`src/rtl/hpt_pkg.sv`:
```
// Shared types, widths and helper functions for the homogeneous point transform.
// Used by every module of the block; depends on nothing else.
package hpt_pkg;

    // Fixed word and internal widths.
    localparam int WORD_W = 32;
    localparam int PROD_W = 2 * WORD_W;
    localparam int SUM_W  = 2 * WORD_W + 2;
    localparam int REM_W  = SUM_W + WORD_W;
    localparam int NUM_ENTRIES = 16;

    // Opcodes.
    localparam logic [1:0] OP_LOAD  = 2'd0;
    localparam logic [1:0] OP_POINT = 2'd1;
    localparam logic [1:0] OP_DIR   = 2'd2;

    localparam logic [WORD_W-1:0] WORD_MAX = {1'b0, {(WORD_W-1){1'b1}}};
    localparam logic [WORD_W-1:0] WORD_MIN = {1'b1, {(WORD_W-1){1'b0}}};

    // Input item.
    typedef struct packed {
        logic [1:0]               opcode;
        logic [1:0]               row_index;
        logic [1:0]               col_index;
        logic signed [WORD_W-1:0] entry_value;
        logic signed [WORD_W-1:0] vx;
        logic signed [WORD_W-1:0] vy;
        logic signed [WORD_W-1:0] vz;
    } t_in_item;

    // Result item.
    typedef struct packed {
        logic signed [WORD_W-1:0] out_x;
        logic signed [WORD_W-1:0] out_y;
        logic signed [WORD_W-1:0] out_z;
        logic                     w_was_zero;
        logic                     saturated;
    } t_out_item;

    // One coordinate lane of the divider.
    typedef struct packed {
        logic [REM_W-1:0]  rem;
        logic [WORD_W-1:0] quo;
        logic              ovf;
        logic              qneg;
        logic              nneg;
        logic              nz;
    } t_lane;

    typedef t_lane [2:0] t_lanes;

    // Control that travels with the divider lanes.
    typedef struct packed {
        logic                   is_dir;
        logic                   w_zero;
        logic [2:0][WORD_W-1:0] dir_res;
        logic                   dir_sat;
        logic [SUM_W-1:0]       divisor;
    } t_ctl;

    // Clip a wide signed value to the word range; top bit is the clip flag.
    function automatic logic [WORD_W:0] sat_word(input logic [SUM_W-1:0] v);
        logic [SUM_W-WORD_W:0] hi;
        logic [WORD_W:0]       res;
        hi = v[SUM_W-1:WORD_W-1];
        if (hi == '0 || hi == '1) begin
            res = {1'b0, v[WORD_W-1:0]};
        end else if (v[SUM_W-1]) begin
            res = {1'b1, WORD_MIN};
        end else begin
            res = {1'b1, WORD_MAX};
        end
        return res;
    endfunction

endpackage

```
`src/rtl/hpt_div_stage.sv`:
```
// One quotient bit of the restoring divider, for all three coordinate lanes.
// Depends on hpt_pkg.
module hpt_div_stage
    import hpt_pkg::*;
#(
    parameter int BIT = 0
) (
    input  logic   i_clk,
    input  logic   i_rst_n,
    input  logic   i_valid,
    output logic   o_ready,
    input  t_ctl   i_ctl,
    input  t_lanes i_lanes,
    output logic   o_valid,
    input  logic   i_ready,
    output t_ctl   o_ctl,
    output t_lanes o_lanes
);

    logic             r_v;
    t_ctl             r_ctl;
    t_lanes           r_lanes;
    t_lanes           n_lanes;
    logic             w_en;
    logic [REM_W-1:0] w_dsh;

    assign w_en    = !r_v || i_ready;
    assign o_ready = w_en;
    assign w_dsh   = REM_W'(i_ctl.divisor) << BIT;

    // Trial subtract of the shifted divisor in each lane.
    always_comb begin
        n_lanes = i_lanes;
        for (int c = 0; c < 3; c++) begin
            if (i_lanes[c].rem >= w_dsh) begin
                n_lanes[c].rem      = i_lanes[c].rem - w_dsh;
                n_lanes[c].quo[BIT] = 1'b1;
            end
        end
    end

    always_ff @(posedge i_clk) begin
        if (!i_rst_n) begin
            r_v <= 1'b0;
        end else if (w_en) begin
            r_v <= i_valid;
        end
    end

    always_ff @(posedge i_clk) begin
        if (w_en) begin
            r_ctl   <= i_ctl;
            r_lanes <= n_lanes;
        end
    end

    assign o_valid = r_v;
    assign o_ctl   = r_ctl;
    assign o_lanes = r_lanes;

endmodule

```
`config.mk`:
```
export PLATFORM = sky130hd
export DESIGN_NAME = hpt_div_stage
export DESIGN_NICKNAME = d
export VERILOG_FILES = /design/src/rtl/hpt_pkg.sv /design/src/rtl/hpt_div_stage.sv
export SDC_FILE = /design/constraint.sdc
export NUM_CORES = 1
export LEC_CHECK = 0
export ABC_AREA = 1
export BUFFER_PORTS_ARGS = -buffer_cell sky130_fd_sc_hd__clkbuf_2
export CAP_MARGIN = 40
export CORE_AREA = 2 2 448 450
export CTS_BUF_LIST = sky130_fd_sc_hd__clkbuf_8
export DETAILED_ROUTE_END_ITERATION = 6
export DIE_AREA = 0 0 450 452
export GPL_TIMING_DRIVEN = 1
export PLACE_DENSITY = 0.47
export RECOVER_POWER = 25
export SYNTH_ARGS = -nofsm -noshare
export SYNTH_HDL_FRONTEND = slang
export SYNTH_SLANG_ARGS = --single-unit
```
`constraint.sdc`:
```
create_clock -name i_clk -period 24.5 [get_ports i_clk]
set_input_delay 2.45 -clock i_clk [delete_from_list [all_inputs] [get_ports i_clk]]
set_output_delay 2.45 -clock i_clk [all_outputs]
set_load 0.02 [all_outputs]
```
# == Yosys cells after proc, flatten, opt, wreduce, memory -nomap -nowiden ==
# Index checks and enable logic that the tools add are counted.
# word_totals
register_bits,568
latchBits,0
mem_bits_rw,0
rom_bits,0
output_inout_bits,569
elab_cells,40
n_memories,0
# op_classes
add_sub_neg,3
n_mul,0
div,0
n_lt_le_gt_ge,3
eq_ne,0
shifts,0
n_mux,3
bitwise_logic,0
n_reduce_logical,2
# op_table
op,n
98-bit by 66-bit >= comparator with 1-bit output,3
98-bit two-way mux,3
98-bit by 66-bit subtractor with 98-bit output,3
1-bit logical NOT,1
1-bit logical OR,1

# == Depth between registers and ports, before layout ==
# Gate-level depths: netlist of the first run.
# depth
ltp_word,2
depth_mapped,19
depth_no_buf,17

# == Least setup slack after synthesis of the first run ==
# No wires, ideal clock.
# synth_timing
kind,input to output
startpoint,input port i_ready
endpoint,output port o_ready
arrival_ns,14.523
required_ns,22.050
path_slack_ns,7.527
cell_stages,2
cell_sequence,inv_1 nand2_1
# synth_between
elab_chain_cells,1
# synth_rtl
item,line,rtl
from (decl),hpt_div_stage.sv:15,"input logic i_ready,"
1-bit logical OR,hpt_div_stage.sv:27,assign w_en = !r_v || i_ready;
to (decl),hpt_div_stage.sv:11,"output logic o_ready,"
# No other way between the ends.

# == Worst setup path in the final report of the first run ==
# layout_timing
startpoint,input port i_ready
endpoint,"register r_lanes, in the netlist o_lanes[258] (enable)"
# layout_between
elab_chain_cells,1
# layout_rtl
item,line,rtl
1-bit logical OR,hpt_div_stage.sv:27,
to (signal assigned),hpt_div_stage.sv:53,r_lanes <= n_lanes;
to (decl),hpt_div_stage.sv:22,t_lanes r_lanes;
# No other way between the ends.
# A chain may end at the register's enable or synchronous reset.

==> summary.txt, run 1 <==
Status
  – Run status: complete, but fails checks
  – Violations in the final reports: DRC, capacitance limit, slew limit

Timing
  – Final Critical Period: 9.19 ns
  – RSZ-0062 raised after global routing: false
  – Final setup slack of the worst path: 15.31 ns
  – Slew at the pin closest to its max-slew limit: 3.02 ns
  – Period utilisation layout: 0.375
  – Maximum clock rate: 0.109 GHz
  – Setup Skew: 0.0527 ns
  – Setup-violating endpoint count in the final report: 0
  – TNS Setup: 0 ns
  – Worst Hold Margin: 1.71 ns
  – Number of hold violations in the final report: 0
  – Final max-slew violation count: 181
  – Slew Limit Headroom: -1.02

Global routing
  – Aggregate global routing overflow: 0
  – Vias in the first global route: 47.8k
  – Initial antenna violation count: 53
  – Wire length of the first global-routing pass: 412000 um
  – Pin count of the biggest net entering global routing: 68
  – All-layer global routing usage: 0.299

Die
  – Die extent in y: 452 um
  – Die area: 0.203 sq mm
  – Std cell rows: 164
  – Initial Utilization: 0.230
  – Area of the core: 0.199 sq mm
  – Die X-Extent: 450 um
  – IO Pins: 1140

Min path
  – Hold endpoint: o_ctl[94]$_DFFE_PP_
  – Cell depth of the worst min-delay path: 1
  – Hold path start: i_ctl[94]
  – Worst min-delay path category: input pin to register

Place
  – Placer's final routability congestion estimate: 1.08
  – Placed standard-cell area: 0.0544 sq mm
  – Post-DP HPWL: 281000 um
  – Count of buffers from port buffering: 1139
  – Setup slack at placement: 17.10 ns
  – Cells after DPL: 10.6k

Logic synthesis
  – Number of enable flip-flop cells after synthesis: 567
  – Yosys warnings: 0
  – Sequential-to-total area share from yosys stat: 0.374
  – Synth Net Count: 7602
  – Post-synthesis instance area: 0.0456 sq mm
  – Async set-reset flop share out of synthesis: 0
  – Gate count of the mapped netlist: 6830
  – Post-synth cell types: 46
  – Post-Syn Area per Cell: 6.68 sq um
  – Number of synthesized register bits: 568
  – Dominant register cell in the synthesized netlist: edfxtp_1

Cells and area
  – Layout Nets: 8828
  – Final Core Density: 0.285
  – Post-Layout Cell Count: 10.8k
  – Layout cells sized above 1: 0.179
  – Filler Cell Count: 22.6k
  – Growth of design area from synthesis to finish: 24.0%
  – Post-route standard cell area excluding fillers: 0.0566 sq mm

Clocking
  – Clock-pin slew on the worst setup and hold paths: 0.06 ns
  – CTS Buf Count: 108
  – Max clock buf depth: 3
  – Hold buffers post-CTS: 0
  – Clock tree from TritonCTS: yes
  – Number of levels in the clock H-tree: 3
  – Number of sinks handled by clock tree synthesis: 568
  – Buffer cell driving the clock tree root: clkbuf_8
  – Setup Fix Bufs, Post-CTS: 0
  – Clock insertion delay at the later pin of the skew report: 0.88 ns
  – Cts repair resizes: 0

Setup path
  – Critical-path cell list: clkbuf_2, inv_1, nand2_4, clkbuf_1, clkbuf_1, buf_4, buf_4, buf_4, buf_4
  – RR Startpoint: o_valid$_SDFFE_PN0P_
  – Worst setup path category: input pin to register
  – Data required time of the critical path: 25.02 ns
  – Arrival @ worst endpoint: 9.72 ns
  – Cell with the biggest individual delay on the critical path: clkbuf_1
  – FF-to-FF End: o_lanes[258]$_DFFE_PP_
  – Most used cell along the critical path: buf_4
  – Nature of the critical path endpoint: register
  – Critical path fanouts, max: 67
  – Type of element launching the critical path: input pin
  – Delay of the slowest critical-path stage: 1.98 ns
  – Register-to-Register Setup Slack: 16.60 ns
  – Path depth of the worst reg2reg path: 7

Route
  – Drt total wl: 316000 um
  – Wirelength per Cell: 29.2 um
  – Count of nets left with antenna violations after detail routing: 0
  – Vias: 50.4k
  – Vias per inst: 4.65
  – Length of the first detailed-routing pass in iterations: 7
  – Drt initial violations: 4421
  – Remaining design rule violation count: 1

Pwr
  – PD cells: 60.9 mW/mm^2
  – VDD IR-drop max: 0.0411 mV
  – Pleak: 29.2 nW
  – Tot Pwr: 3.44 mW

Job
  – Max-Cap Viols: 4
==> cell type report <==
type / instances / area, sq um / share of cell area
clock buffers: 108 / 1490 / 0.0263
diodes: 32 / 80.1 / 0.00142
inverters: 1384 / 5200 / 0.0920
clock inverters: 89 / 704 / 0.0125
well taps: 2656 / 3320 / 0.0587
flip-flops and latches: 568 / 17000 / 0.301
repair buffers: 1167 / 5820 / 0.103
multi-input cells: 4827 / 22900 / 0.405
==> report_power, final <==
| group | switching [mW] | leakage (nW) | internal, mW |
|---|---|---|---|
| sequential | 0.0886 | 5.86 | 1.21 |
| clock | 0.485 | 1.21 | 0.515 |
| combinational | 0.845 | 22.1 | 0.296 |
==> worst max-delay path: cells and delay by family <==
family                 cells  cell delay, ns
buffers and inverters      8            6.93
AND/OR/NAND/NOR            1            0.06
==> worst max path at each step <==
stage | startpoint | to | slack [ns] | cells past startpoint
3_3_place_gp | i_ctl[0] | o_lanes[344]$_DFFE_PP_ | 17.10 | 17
6_report | i_ready | o_lanes[258]$_DFFE_PP_ | 15.31 | 9
2_1_floorplan | i_ready | o_ready | 7.53 | 2
3_5_place_dp | i_ready | o_lanes[222]$_DFFE_PP_ | 17.10 | 9
4_1_cts | i_ready | o_lanes[258]$_DFFE_PP_ | 18.10 | 9
5_1_grt | i_ready | o_lanes[223]$_DFFE_PP_ | 14.65 | 9
==> Yosys cell counts, drive strengths merged (7+ instances only) <==
cell,n,area share
inv,1383,0.11
or2,8,0.0011
o21bai,15,0.0026
nor2,694,0.060
nand3,330,0.036
edfxtp,567,0.37
nand2,2801,0.23
a21oi,187,0.025
and3,7,0.00096
and2,21,0.0029
nand3b,37,0.0066
ha,198,0.054
buf,47,0.010
nand4,116,0.016
nor3,76,0.0088
o21ai,192,0.027
xnor2,122,0.023
==> layout by cell type (no fill, tap or decap), drive strengths merged <==
| cell | synthesis | final |
|---|---|---|
| nand2 | 2801 | 2801 |
| edfxtp | 567 | 567 |
| nand3 | 330 | 330 |
| a21oi | 187 | 187 |
| buf | 47 | 25 |
| a21boi | 4 | 4 |
| inv | 1383 | 1411 |
| ha | 198 | 198 |
| nor3 | 76 | 76 |
| xnor2 | 122 | 122 |
| nor2 | 694 | 694 |
| nand3b | 37 | 37 |
| or2 | 8 | 8 |
| o211ai | 3 | 3 |
| bufinv | 0 | 9 |
| and3 | 7 | 7 |
| diode | 0 | 32 |
| xor2 | 5 | 5 |
| and2 | 21 | 21 |
| nor4 | 5 | 5 |
| clkinvlp | 0 | 2 |
| clkbuf | 4 | 1250 |
| o21bai | 15 | 15 |
| and3b | 1 | 1 |
| clkinv | 1 | 51 |
| fa | 3 | 3 |
| o21ai | 192 | 192 |
| nand4 | 116 | 116 |
| dfxtp | 1 | 1 |
| o21a | 2 | 2 |
==> registers in the layout, summed over array words and instances (netlist names) <==
register  flops
o_lanes     402
o_ctl       165
o_valid       1
==> cell families after synthesis <==
logic type,share of synthesized area
AND/OR/NAND/NOR,0.366
buffers and inverters,0.124
AO/OA/AOI/OAI,0.0561
adder cells (fa/ha/maj),0.0556
flip-flops,0.374
XOR/XNOR,0.0244
==> per-layer routing <==
metal | vias up | routed length, um | global-route usage | share of wire
met5 | - | 83 | 0 | 0.00026
met4 | 12 | 17100 | 0.149 | 0.054
met3 | 425 | 18400 | 0.0481 | 0.058
met2 | 2086 | 155000 | 0.522 | 0.49
met1 | 24185 | 126000 | 0.353 | 0.40
li1 | 23675 | - | - | -
Power figures use the tool's default switching activity.
==> run 2: changes to the inputs <==
--- a/config.mk
+++ b/config.mk
@@ -13,7 +13,7 @@
 export DETAILED_ROUTE_END_ITERATION = 6
 export DIE_AREA = 0 0 450 452
 export GPL_TIMING_DRIVEN = 1
-export PLACE_DENSITY = 0.47
+export PLACE_DENSITY = 0.48
 export RECOVER_POWER = 25
 export SYNTH_ARGS = -nofsm -noshare
 export SYNTH_HDL_FRONTEND = slang
==> constraint.sdc (replaced) <==
create_clock -name i_clk -period 7.7 [get_ports i_clk]
set_input_delay 0.77 -clock i_clk [delete_from_list [all_inputs] [get_ports i_clk]]
set_output_delay 0.77 -clock i_clk [all_outputs]
set_load 0.02 [all_outputs]
==> run 2 against run 1 <==
Compared with the run above:
- the run ends with capacitance limit, slew limit left
- non-clock buffer count up 235
- final cell count up 2.1%
- die area unchanged
- final area is 4.5% higher
- first-iteration DRC count rose by 9.4%
- critical path depth shrank 6
- setup slack lost 13 ns
- total power increased to 3.3 times the previous value
- hold slack got worse by 1.6 ns
- flip-flop and latch count is the same
- largest cell class unchanged
==> summary.txt, run 2 (same netlist as run 1, synthesis figures left out) <==
Timing
  – Final max-slew violation count: 216
  – Setup-violating endpoint count in the final report: 0
  – Final Critical Period: 5.89 ns
  – Slew Limit Headroom: -1.44
  – Maximum clock rate: 0.170 GHz
  – TNS Setup: 0 ns
  – Setup Skew: 0.0806 ns
  – Slew at the pin closest to its max-slew limit: 3.66 ns
  – RSZ-0062 raised after global routing: false
  – Number of hold violations in the final report: 0
  – Period utilisation layout: 0.765

Global routing
  – Most crowded layer after global routing: met2
  – All-layer global routing usage: 0.304
  – Aggregate global routing overflow: 0
  – Met1 Use GR: 0.361
  – Vias in the first global route: 48.7k
  – Initial antenna violation count: 46
  – Pin count of the biggest net entering global routing: 147
  – Wire length of the first global-routing pass: 418000 um
  – Met2 Usage GRT: 0.531
  – Met3 Use GR: 0.0340

Setup path
  – Arrival @ worst endpoint: 6.32 ns
  – Critical path fanouts, max: 65
  – Type of element launching the critical path: register
  – Worst setup path category: register to register
  – Data required time of the critical path: 8.13 ns
  – Nature of the critical path endpoint: register

Status
  – Run status: complete, but fails checks
  – Violations in the final reports: capacitance limit, slew limit

Die
  – IO Pins: 1140
  – Die X-Extent: 450 um
  – Die area: 0.203 sq mm
  – Area of the core: 0.199 sq mm
  – Initial Utilization: 0.230
  – Die extent in y: 452 um
  – Std cell rows: 164

Route
  – Drt initial violations: 4838
  – Vias: 50.9k
  – Wirelength per Cell: 29.1 um
  – Remaining design rule violation count: 0
  – Vias per inst: 4.60
  – Drt total wl: 322000 um
  – Count of nets left with antenna violations after detail routing: 0
  – Length of the first detailed-routing pass in iterations: 6

Place
  – Count of buffers from port buffering: 1139
  – Placer's final routability congestion estimate: 1.04
  – Cells after DPL: 10.6k
  – Placed standard-cell area: 0.0545 sq mm
  – Post-DP HPWL: 284000 um

Pwr
  – VDD IR-drop max: 0.151 mV
  – PD cells: 191 mW/mm^2
  – Pleak: 30.2 nW
  – Tot Pwr: 11.3 mW

Cells and area
  – Post-Layout Cell Count: 11.1k
  – Growth of design area from synthesis to finish: 29.6%
  – Flip-flop count of the largest register after layout: 402
  – Filler Cell Count: 22.3k
  – Most frequent standard cell in the layout excluding fill and tap cells: nand2_1
  – Top library cells by usage in the layout, fill and taps aside: 2779 x nand2_1, 1384 x inv_1, 1051 x clkbuf_2, 651 x nor2_1, 567 x edfxtp_1
  – Layout Nets: 9065
  – Layout cells sized above 1: 0.174
  – Post-route standard cell area excluding fillers: 0.0591 sq mm

Clocking
  – Buffer cell driving the clock tree root: clkbuf_8
  – Clock-pin slew on the worst setup and hold paths: 0.07 ns
  – Number of levels in the clock H-tree: 3
  – Max clock buf depth: 3
  – Clock insertion delay at the later pin of the skew report: 0.93 ns
  – Clock tree from TritonCTS: yes
  – Number of sinks handled by clock tree synthesis: 568
  – Setup Fix Bufs, Post-CTS: 0
  – CTS Buf Count: 110

Min path
  – Worst min-delay path category: input pin to register

Job
  – Max-Cap Viols: 5
[run 2: changes by cell type in the layout (fill, tap and decap cells not counted), moves of 2 or more]
cell           previous run  this run
bufinv_16                 9        13
clkinv_2                 18        13
buf_12                    0         4
buf_4                    20        11
dlygate4sd3_1             0       241
buf_2                     2         0
clkinv_1                 29        23
diode_2                  32        24
clkbuf_8                108       110
clkinvlp_4                2         8
clkbuf_1                 89        93
clkbuf_2               1053      1051
[run 2: worst paths after layout]
path	startpoint	to	slack [ns]	cells after the start
min	i_ctl[38]	o_ctl[38]$_DFFE_PP_	0.12	1
min reg2reg	o_valid$_SDFFE_PN0P_	o_lanes[147]$_DFFE_PP_	2.50	1
max	o_valid$_SDFFE_PN0P_	o_lanes[375]$_DFFE_PP_	1.81	3
max reg2reg	o_valid$_SDFFE_PN0P_	o_lanes[375]$_DFFE_PP_	1.81	3
[run 2: layout make-up]
class,count,area [sq um],share of cell area
diodes,24,60.1,0.00102
multi-input cells,4827,22900,0.387
clock inverters,89,835,0.0141
well taps,2656,3320,0.0562
clock buffers,110,1510,0.0256
flip-flops and latches,568,17000,0.288
repair buffers,1402,8240,0.139
inverters,1384,5200,0.0880
[run 2: worst max-delay path, cell delays in order (launching register included)]
cell	delay (ns)
dfxtp_1	0.33
nand2_1	1.86
clkbuf_1	0.41
clkbuf_1	2.60
[run 2: power breakdown]
part           internal [mW]  leakage (nW)  switching (mW)
logic                   1.02          23.1            2.72
clock network           1.81          1.26            1.61
registers               3.86          5.86           0.275
total                   6.68          30.2            4.61
[run 2: repair_timing]
action	in CTS	in global routing
endpoints found under the setup margin	0	0
gates resized for setup	0	0
hold buffers	241	0
hold endpoints to repair	240	0
[run 2: metal layers]
| metal | wire length [um] | vias up |
|---|---|---|
| met4 | 20200 | 6 |
| met2 | 157000 | 2092 |
| li1 | - | 24144 |
| met3 | 16000 | 447 |
| met5 | 38 | - |
| met1 | 128000 | 24188 |
[run 2: metrics by stage]
| step | util | hold WS (ns) | setup WS (ns) |
|---|---|---|---|
| finish | 0.298 | 0.123 | 1.81 |
| global route | 0.298 | 0.0821 | 1.48 |
| CTS | 0.298 | 0.000297 | 3.11 |
| detailed placement | 0.274 | 0.949 | 2.68 |
| global placement | 0.274 | 0.948 | 2.58 |
| floorplan | - | 0.869 | 2.29 |
