[config.mk]
export PLATFORM = sky130hd
export DESIGN_NAME = hpt_prep
export DESIGN_NICKNAME = d
export VERILOG_FILES = /design/src/rtl/hpt_pkg.sv /design/src/rtl/hpt_prep.sv
export SDC_FILE = /design/constraint.sdc
export NUM_CORES = 1
export LEC_CHECK = 0
export ABC_CLOCK_PERIOD_IN_PS = 14700
export BUFFER_PORTS_ARGS = -buffer_cell sky130_fd_sc_hd__buf_2
export CORE_AREA = 5 5 320 322
export CTS_BUF_LIST = sky130_fd_sc_hd__clkbuf_8 sky130_fd_sc_hd__clkbuf_16
export DETAILED_ROUTE_END_ITERATION = 8
export DIE_AREA = 0 0 325 327
export SLEW_MARGIN = 5
export SYNTH_ARGS = -nofsm -noshare
export SYNTH_HDL_FRONTEND = slang
export SYNTH_SLANG_ARGS = --single-unit
[constraint.sdc]
create_clock -name i_clk -period 14.7 [get_ports i_clk]
set_input_delay 2.94 -clock i_clk [delete_from_list [all_inputs] [get_ports i_clk]]
set_output_delay 2.94 -clock i_clk [all_outputs]
set_load 0.005 [all_outputs]
[src/rtl/hpt_pkg.sv]
// Shared types, widths and helper functions for the homogeneous point transform.
// Used by every module of the block; depends on nothing else.
package hpt_pkg;

    // Fixed word and internal widths.
    localparam int WORD_W = 32;
    localparam int PROD_W = 2 * WORD_W;
    localparam int SUM_W  = 2 * WORD_W + 2;
    localparam int REM_W  = SUM_W + WORD_W;
    localparam int NUM_ENTRIES = 16;

    // Opcodes.
    localparam logic [1:0] OP_LOAD  = 2'd0;
    localparam logic [1:0] OP_POINT = 2'd1;
    localparam logic [1:0] OP_DIR   = 2'd2;

    localparam logic [WORD_W-1:0] WORD_MAX = {1'b0, {(WORD_W-1){1'b1}}};
    localparam logic [WORD_W-1:0] WORD_MIN = {1'b1, {(WORD_W-1){1'b0}}};

    // Input item.
    typedef struct packed {
        logic [1:0]               opcode;
        logic [1:0]               row_index;
        logic [1:0]               col_index;
        logic signed [WORD_W-1:0] entry_value;
        logic signed [WORD_W-1:0] vx;
        logic signed [WORD_W-1:0] vy;
        logic signed [WORD_W-1:0] vz;
    } t_in_item;

    // Result item.
    typedef struct packed {
        logic signed [WORD_W-1:0] out_x;
        logic signed [WORD_W-1:0] out_y;
        logic signed [WORD_W-1:0] out_z;
        logic                     w_was_zero;
        logic                     saturated;
    } t_out_item;

    // One coordinate lane of the divider.
    typedef struct packed {
        logic [REM_W-1:0]  rem;
        logic [WORD_W-1:0] quo;
        logic              ovf;
        logic              qneg;
        logic              nneg;
        logic              nz;
    } t_lane;

    typedef t_lane [2:0] t_lanes;

    // Control that travels with the divider lanes.
    typedef struct packed {
        logic                   is_dir;
        logic                   w_zero;
        logic [2:0][WORD_W-1:0] dir_res;
        logic                   dir_sat;
        logic [SUM_W-1:0]       divisor;
    } t_ctl;

    // Clip a wide signed value to the word range; top bit is the clip flag.
    function automatic logic [WORD_W:0] sat_word(input logic [SUM_W-1:0] v);
        logic [SUM_W-WORD_W:0] hi;
        logic [WORD_W:0]       res;
        hi = v[SUM_W-1:WORD_W-1];
        if (hi == '0 || hi == '1) begin
            res = {1'b0, v[WORD_W-1:0]};
        end else if (v[SUM_W-1]) begin
            res = {1'b1, WORD_MIN};
        end else begin
            res = {1'b1, WORD_MAX};
        end
        return res;
    endfunction

endpackage

[src/rtl/hpt_prep.sv]
// Magnitude, sign and direction rounding stage, then divider setup stage.
// Depends on hpt_pkg.
module hpt_prep
    import hpt_pkg::*;
#(
    parameter int FRAC_BITS = 16
) (
    input  logic                  i_clk,
    input  logic                  i_rst_n,
    input  logic                  i_valid,
    output logic                  o_ready,
    input  logic [3:0][SUM_W-1:0] i_sum,
    input  logic                  i_is_dir,
    output logic                  o_valid,
    input  logic                  i_ready,
    output t_ctl                  o_ctl,
    output t_lanes                o_lanes
);

    logic [3:0][SUM_W-1:0]  r_mag;
    logic [3:0][SUM_W-1:0]  n_mag;
    logic [3:0]             r_neg;
    logic [3:0]             r_nz;
    logic                   r_dir;
    logic [2:0][WORD_W-1:0] r_dres;
    logic [2:0][WORD_W-1:0] n_dres;
    logic                   r_dsat;
    logic                   n_dsat;
    logic                   r_v3;
    logic                   r_v4;
    t_ctl                   r_ctl;
    t_ctl                   n_ctl;
    t_lanes                 r_lanes;
    t_lanes                 n_lanes;
    logic                   w_en3;
    logic                   w_en4;
    logic [WORD_W:0]        w_sat [3];
    logic [SUM_W-1:0]       w_shr [3];
    logic [REM_W-1:0]       w_dlim;

    assign w_en4   = !r_v4 || i_ready;
    assign w_en3   = !r_v3 || w_en4;
    assign o_ready = w_en3;

    // Absolute values and rounded direction results.
    always_comb begin
        n_dsat = 1'b0;
        for (int c = 0; c < 4; c++) begin
            n_mag[c] = i_sum[c][SUM_W-1] ? (SUM_W'(0) - i_sum[c]) : i_sum[c];
        end
        for (int c = 0; c < 3; c++) begin
            w_shr[c]  = $signed(i_sum[c]) >>> FRAC_BITS;
            w_sat[c]  = sat_word(w_shr[c]);
            n_dres[c] = w_sat[c][WORD_W-1:0];
            n_dsat    = n_dsat | w_sat[c][WORD_W];
        end
    end

    // Divider setup: scaled numerators and the quotient range check.
    assign w_dlim = REM_W'(r_mag[3]) << WORD_W;

    always_comb begin
        n_ctl.is_dir  = r_dir;
        n_ctl.w_zero  = !r_dir && !r_nz[3];
        n_ctl.dir_res = r_dres;
        n_ctl.dir_sat = r_dsat;
        n_ctl.divisor = r_mag[3];
        for (int c = 0; c < 3; c++) begin
            n_lanes[c].rem  = REM_W'(r_mag[c]) << FRAC_BITS;
            n_lanes[c].quo  = '0;
            n_lanes[c].ovf  = n_lanes[c].rem >= w_dlim;
            n_lanes[c].qneg = r_neg[c] ^ r_neg[3];
            n_lanes[c].nneg = r_neg[c];
            n_lanes[c].nz   = r_nz[c];
        end
    end

    // Valid bits.
    always_ff @(posedge i_clk) begin
        if (!i_rst_n) begin
            r_v3 <= 1'b0;
            r_v4 <= 1'b0;
        end else begin
            if (w_en3) begin
                r_v3 <= i_valid;
            end
            if (w_en4) begin
                r_v4 <= r_v3;
            end
        end
    end

    // Payload registers.
    always_ff @(posedge i_clk) begin
        if (w_en3) begin
            r_mag  <= n_mag;
            for (int c = 0; c < 4; c++) begin
                r_neg[c] <= i_sum[c][SUM_W-1];
                r_nz[c]  <= (i_sum[c] != '0);
            end
            r_dir  <= i_is_dir;
            r_dres <= n_dres;
            r_dsat <= n_dsat;
        end
        if (w_en4) begin
            r_ctl   <= n_ctl;
            r_lanes <= n_lanes;
        end
    end

    assign o_valid = r_v4;
    assign o_ctl   = r_ctl;
    assign o_lanes = r_lanes;

endmodule

-- Word-level counts from Yosys, hierarchy flattened
Cells that the tools add are included.
W data, S select, Z words.
- input port bits: 269
- flip-flop bits (word level): 747
- word-level logic and storage cells: 81
- output and inout bits: 569
- magnitude comparators: 3
- reduce and logical (&&, ||, !) cells: 17
- eq/ne operators: 3
- mux-type cells: 10
- add/subtract/negate cells: 4
- bitwise gates (word level): 5
- operator list (kind ; number):
    $ge A82 B98 Y1 ; 3
    $reduce_bool A66 Y1 ; 4
    $sub A1 B66 Y66 const A ; 4
    $mux W65 ; 4
    $eq A35 B35 Y1 const B ; 3
    $logic_not A35 Y1 ; 3
    $mux W33 ; 3
    $mux W32 ; 3
    $logic_or A1 B1 Y1 ; 5
    $logic_not A1 Y1 ; 4
    $xor A1 B1 Y1 ; 3
    $or A1 B1 Y1 ; 2
    $logic_and A1 B1 Y1 ; 1

-- Depth between registers and ports, before layout
Gate-level depths: netlist of run 1.
- depth after elaboration: 5
- mapped depth: 8
- gate-level depth less buffers: 8

-- Worst setup path after synthesis of run 1
Ideal clock, no wire load.
- path kind: input to output
- from: in i_ready
- to: out o_ready
- stages: 2
- data required time: 11760 ps
- arrival: 10766 ps
- path slack: 994 ps
- buffers on the path: 0
- path through: nor2b_1 -> nand2_1
- cells in the longest elaborated chain, start to end: 2
- RTL lines (what ; line ; source):
    start: declaration ; hpt_prep.sv:15 ; input logic i_ready,
    $logic_or A1 B1 Y1 ; hpt_prep.sv:41 ; assign w_en4 = !r_v4 || i_ready;
    $logic_or A1 B1 Y1 ; hpt_prep.sv:42 ; assign w_en3 = !r_v3 || w_en4;
    end: declaration ; hpt_prep.sv:11 ; output logic o_ready,
No other way between the ends.

-- Worst setup path after layout of run 1
Ends and elaborated chain as after synthesis.

==> results by group, run 1 <==
Outcome
  • Status: finished clean

Global route
  • First-pass GRT wire length: ~160 mm
  • Total Routing Usage GR: roughly a fifth
  • Grt ovf: 0
  • Largest net degree at the start of global routing: 171
  • Number of global-route vias before repair: between 20,000 and 25,000
  • Initial antenna violation count: 6

Detailed routing
  • Via/cell ratio: 5.017
  • Post-route ant nets: 0
  • Vias: 22,380
  • Routed length per instance: 25.74 um
  • Detailed-route DRC error count: 0
  • Total wire length: 114.8 mm
  • 1st-iter DRT viols: 1,811
  • DRT Pass-1 Iters: 5

Setup path
  • Required time of the critical path: 11.76 ns
  • RR Startpoint: n_ctl[4]
  • Slack of the worst reg-to-reg path: between 10 and 15 ns
  • Critical R2R Capture: o_lanes[137]
  • Setup crit end: o_ready
  • Crit path launch: i_ready
  • Setup Crit Path Kind: input pin to primary output
  • Crit path launch type: input pin
  • Crit end category: primary output
  • Crit path DAT: 4.28 ns
  • CP Max Fanout: 20
  • R2R depth: 9

Logic synthesis
  • Synth area leader: edfxtp_1
  • Number of synthesized flops with an enable pin: 745
  • Synth Cell Area: ~34,000 um2
  • Yosys Warn Count: 0
  • Commonest cells post-synth: edfxtp_1, xnor2_1, buf_4
  • Distinct cells, synth: ~60
  • Main area contributors after synthesis: edfxtp_1, xnor2_1, ha_1
  • Most frequent cell after synthesis: edfxtp_1
  • Post-synth ARST share: 0%
  • Number of synthesized register bits: 747
  • Cells after synthesis: 2,396
  • Sequential share of the synthesized area: 65.74%
  • Main synth FF type: edfxtp_1
  • Average instance area after synthesis: between 10 and 15 um2
  • Post-synth top area share: 65.62%

Floorplan
  • Die X: ~330 um
  • Core Area: 99,280 um2
  • Initial Utilization: 34.34%
  • Die area: 106,300 um2
  • Die H: 327 um
  • IO Count: 838
  • Row count: 116

Timing
  • Final Cycle Share: 49.12%
  • Setup TNS: 0 ns
  • Final setup violation count: 0
  • Slew headroom: 27.24%
  • Tmin final: 7.221 ns
  • Least-Margin Pin Slew: 1.091 ns
  • Setup repair after global routing missed its margin: no
  • Worst clock skew: 0.02480 ns
  • Final WS setup: around 7.5 ns
  • Final Max Slew Viols: 0
  • FMAX: 138.5 MHz
  • WHS: 0.3965 ns
  • Final hold vios: 0

Cells and area
  • Multi-input gate area: 10,530 um2
  • Fill count: 9,357
  • Layout overhead on the synthesized area: 19.89%
  • Share of cells above drive strength 1: 26.37%
  • Fin util: 41.17%
  • Final nets: 3,515
  • Fin cells: 4,461
  • Sequential cell area: 22,410 um2

Clock tree
  • # hold bufs at CTS: 0
  • Root buffer cell: clkbuf_16
  • Setup bufs post-CTS: 0
  • CTS Buffer Depth: 3
  • Clk sinks: about 750
  • Post_cts resized: 0
  • Reg clk slew, reported paths: 0.06 ns
  • Clk_lat worst skew: 0.66 ns
  • CTS buffer count: 83
  • CTS H-tree depth: 3
  • CTS tree: yes

Placement
  • Final HPWL DP: 86.93 mm
  • Placed cells: 4,305
  • Gpl congestion: 0.8841
  • I/O Buffers: 645
  • Pre-CTS WS: 7.464 ns

Run
  • Max Cap Violations: 0

Worst hold path
  • Type of the worst min-delay path: flop to flop

Power
  • Leakage power: 0.01644 uW
  • Worst vdd ir: 87.10 uV
  • P per Cell Area: 130.8 nW/um2
-- sequential cells by signal, indices dropped and copies added (netlist names) --
signal   flops
r_dir        1
r_neg        4
o_valid      1
o_ctl      165
o_lanes    210
r_nz         4
r_v3         1
n_lanes    198
n_ctl      162
r_dsat       1
-- metal layers --
metal / GRT usage [%] / wire [um]
met1: 27.18 / 48380
met2: 34.05 / 54230
met3: 4.290 / 7804
met4: 7.958 / 4400
met5: 0 / 0
-- report_power, final --
part | switching, uW | total (uW) | internal, uW
Combinational | 397 | 638 | 241
Sequential | 106 | 2690 | 2590
Clock | 885 | 2010 | 1130
Total | 1390 | 5340 | 3960
-- how the worst min path moves through the flow --
stage               startpoint         end  slack [ns]  cells past startpoint
detailed placement  n_ctl[111]  o_ctl[111]        0.40                      0
finish              n_ctl[162]  o_ctl[162]        0.40                      0
global route        n_ctl[162]  o_ctl[162]        0.41                      0
floorplan           n_ctl[100]  o_ctl[100]        0.40                      0
global placement    n_ctl[133]  o_ctl[133]        0.40                      0
CTS                 n_ctl[162]  o_ctl[162]        0.40                      0
-- critical path, stage by stage --
cell     delay, ns
buf_2         0.11
nor2b_1       0.51
nand2_4       0.40
buf_2         0.29
-- layout make-up --
cell class,count,share of cell area (%)
Sequential cell,747,54.83
Clock inverter,69,1.365
Antenna cell,4,0.02449
Multi-Input combinational cell,1526,25.77
Tap cell,1298,3.974
Timing Repair Buffer,665,8.296
Clock buffer,83,5.082
Inverter,69,0.6521
-- metrics by stage --
stage | power, uW | cell area (um2)
5_1_grt | 5577 | 40870
4_1_cts | 5414 | 40860
6_report | 5345 | 40870
3_3_place_gp | 3370 | 38230
2_1_floorplan | 3027 | 34810
3_5_place_dp | 3383 | 38230
-- cells in the final DEF (no fill, tap or decap), drive strengths merged, types with 11 or more instances in the layout --
cell type / synthesis / final
clkinv: 0 / 32
inv: 69 / 93
or4: 34 / 34
o41ai: 42 / 42
buf: 197 / 665
nand2b: 18 / 18
nor2: 52 / 52
xnor2: 244 / 244
o21ai: 109 / 109
nor3: 41 / 41
ha: 154 / 154
clkbuf: 48 / 83
edfxtp: 745 / 745
or3: 14 / 14
nand2: 150 / 150
conb: 1 / 192
a21o: 110 / 110
nand4: 55 / 55
a21oi: 61 / 61
xor2: 11 / 11
nor4: 46 / 46
o31ai: 70 / 70
nand3: 38 / 38
or2: 18 / 18
-- cells by family after synthesis --
family,count (synthesis),share of synthesized area (%)
adders and majority gates,154,5.652
other,1,0.01100
DFF,747,65.74
and+or+nand+nor,500,8.063
buffers and inverters,314,5.586
xor gates and xnor gates,255,6.551
AOI/OAI and AO/OA,425,8.397
No activity file was read; power rests on OpenSTA's default activity.
==> inputs of run 2 (changes only) <==
ABC_CLOCK_PERIOD_IN_PS = 6500   (was 14700)
clock period = 6.5 ns   (was 14.7 ns; I/O delays follow)
==> run 2 against run 1 <==
Critical path depth increased by 3. Clock power is 140% higher. First-iteration DRC count is 0.11% higher. Total power is 130% higher. Utilization is 0.21 points higher. Final cell count is 0.11% higher. Die area unchanged. Sequential power grew 130%. Critical path type is now input pin to flop.
==> results by group, run 2 (synthesis results as in run 1) <==
Power
  • Clock power share: 38.9% (+1.2 points)
  • P per Cell Area: 300.4 nW/um2 (+130%)
  • NetSw: 3141 uW (+130%)
  • Switching Fraction: 25.45% (-0.51 points)
  • Int Pwr: 9199 uW (+130%)
  • Leakage power: 0.01649 uW (+0.29%)
  • Sequential share of power: 49.4% (-1.0 points)
  • Final Total Pwr: 12,340 uW (+130%)
  • Worst vdd ir: 242.8 uV (+180%)
  • Combinational Power Share: 11.7% (-0.2 points)

Floorplan
  • Row count: 116 (unchanged)
  • Die X: 325 um (unchanged)
  • Initial Utilization: 34.34% (unchanged)
  • Die area: 106,300 um2 (unchanged)
  • Core Area: 99,280 um2 (unchanged)
  • IO Count: 838 (unchanged)
  • Die H: 327 um (unchanged)

Timing
  • Worst clock skew: 0.01907 ns (-0.005734 ns)
  • Setup repair after global routing missed its margin: no
  • Final WS setup: 2.840 ns (-4.638 ns)
  • Slew headroom: 30.71% (+3.5 points)
  • Tmin final: 3.660 ns
  • Final Max Slew Viols: 0 (unchanged)
  • WHS: 0.4087 ns (+0.01219 ns)
  • FMAX: between 200 and 300 MHz
  • Final Cycle Share: between 50% and 60%
  • Least-Margin Pin Slew: 1.039 ns (-0.05207 ns)
  • Final hold vios: 0 (unchanged)
  • Final setup violation count: 0 (unchanged)
  • Setup TNS: 0 ns (unchanged)

Placement
  • Placed cells: 4,305 (unchanged)
  • I/O Buffers: 645 (unchanged)
  • Gpl congestion: 0.8678 (-1.8%)
  • Final HPWL DP: 87.80 mm (+1.0%)
  • Pre-CTS WS: 2.205 ns (-5.259 ns)

Cells and area
  • Commonest non-fill, non-tap cells in the layout: edfxtp_1, buf_2, xnor2_1
  • Share of cells above drive strength 1: 26.68% (+0.31 points)
  • Fin cells: 4,466 (+0.11%)
  • Most common cell after layout, fill and taps aside: edfxtp_1
  • Max reg flops: 210 (unchanged)
  • Final nets: 3,516 (+0.028%)
  • Layout overhead on the synthesized area: 20.49%

Outcome
  • Status: finished clean

Setup path
  • Worst path slowest cell: nor3_1
  • CP cell instances: buf_2 -> or4_4 -> or4_4 -> nor3_1 -> nand3_1 -> o41ai_1 -> xnor2_1
  • CP bufs+invs: 1 (-1)
  • Worst path max stage delay: 0.72 ns (+0.21 ns)
  • Crit path DAT: 4.03 ns (-0.25 ns)
  • Setup Crit Path Kind: input pin to flop
  • CP Max Fanout: 6 (-70%)
  • Most frequent CP cell: or4_4
  • Crit path launch type: input pin
  • Required time of the critical path: 6.87 ns (-4.89 ns)
  • Crit end category: flop
  • Top Family by Delay on Critical Path: simple AND/OR/NAND/NOR gates

Clock tree
  • Post_cts resized: 0 (unchanged)
  • # hold bufs at CTS: 0 (unchanged)
  • Clk sinks: 747 (unchanged)
  • Setup bufs post-CTS: 0 (unchanged)
  • CTS H-tree depth: 3 (unchanged)
  • CTS Buffer Depth: 3 (unchanged)
  • Reg clk slew, reported paths: 0.06 ns (about the same)
  • CTS tree: yes
  • Clk_lat worst skew: 0.65 ns (about the same)
  • Root buffer cell: clkbuf_16
  • CTS buffer count: 84 (+1.2%)

Global route
  • Total Routing Usage GR: 20.78% (+0.057 points)
  • Initial antenna violation count: 8 (+2)
  • Grt ovf: 0 (unchanged)
  • Largest net degree at the start of global routing: 159 (-7.0%)
  • Number of global-route vias before repair: 21,600 (-0.77%)
  • First-pass GRT wire length: 159.0 mm (+0.34%)

Detailed routing
  • Total wire length: 115.3 mm (+0.40%)
  • DRT Pass-1 Iters: 5 (unchanged)
  • Routed length per instance: 25.81 um (+0.28%)
  • Detailed-route DRC error count: 0 (unchanged)
  • Vias: 22,290 (-0.41%)
  • Via/cell ratio: 4.991 (-0.52%)
  • 1st-iter DRT viols: 1,813 (+0.11%)
  • Post-route ant nets: 0 (unchanged)

Run
  • Max Cap Violations: 0 (unchanged)

Worst hold path
  • Type of the worst min-delay path: flop to flop
-- run 2: cell count changes in the layout (fill, tap and decap cells not counted), moves of 2 or more --
cell | before | now
inv_1 | 85 | 77
bufinv_16 | 5 | 9
clkbuf_16 | 83 | 87
clkinvlp_4 | 8 | 11
inv_8 | 3 | 0
buf_12 | 1 | 3
buf_4 | 19 | 17
clkinv_1 | 16 | 18
clkinv_2 | 10 | 12
clkinv_4 | 2 | 4
-- run 2: worst paths after layout --
check | start | end | slack, ns | cells after the start
worst max-delay path | i_sum[21] | n_lanes[113] | 2.84 | 7
worst min-delay path | n_ctl[87] | o_ctl[87] | 0.41 | 0
worst max register to register | n_ctl[3] | o_lanes[137] | 3.16 | 9
worst min register to register | n_ctl[87] | o_ctl[87] | 0.41 | 0
-- run 2: layout make-up --
class                      count  area (um2)
fill                        9239       58200
antenna                        5       12.51
inverter                      69       262.8
sequential                   747       22410
clock buffer                  87        2177
multi-input combinational   1526       10560
timing repair buffer         665        3416
tap                         1298        1624
clock inverter                69       618.1
-- run 2: power by group through the flow --
stage	Clock, uW	Sequential [uW]	Combinational [uW]
after floorplan	0	6120	710
after global placement	0	6200	1440
after detailed placement	0	6200	1460
after CTS	4940	6110	1470
after global routing	5130	6140	1600
final	4800	6100	1450
-- run 2: per-layer routing --
metal  track usage, %  vias to the layer above  share of wire (%)
met2            34.72                      963                 48
met5                0                        -              0.020
met3            4.781                      155                6.9
met4            6.070                        4                3.1
met1            27.24                    11010                 42
li1                 -                    10160                  -
-- run 2: through the flow --
step	area (um2)	util, %
after global routing	41070	41.37
after detailed placement	38260	38.54
after CTS	41060	41.36
after floorplan	34820	-
final	41080	41.38
after global placement	38260	38.54
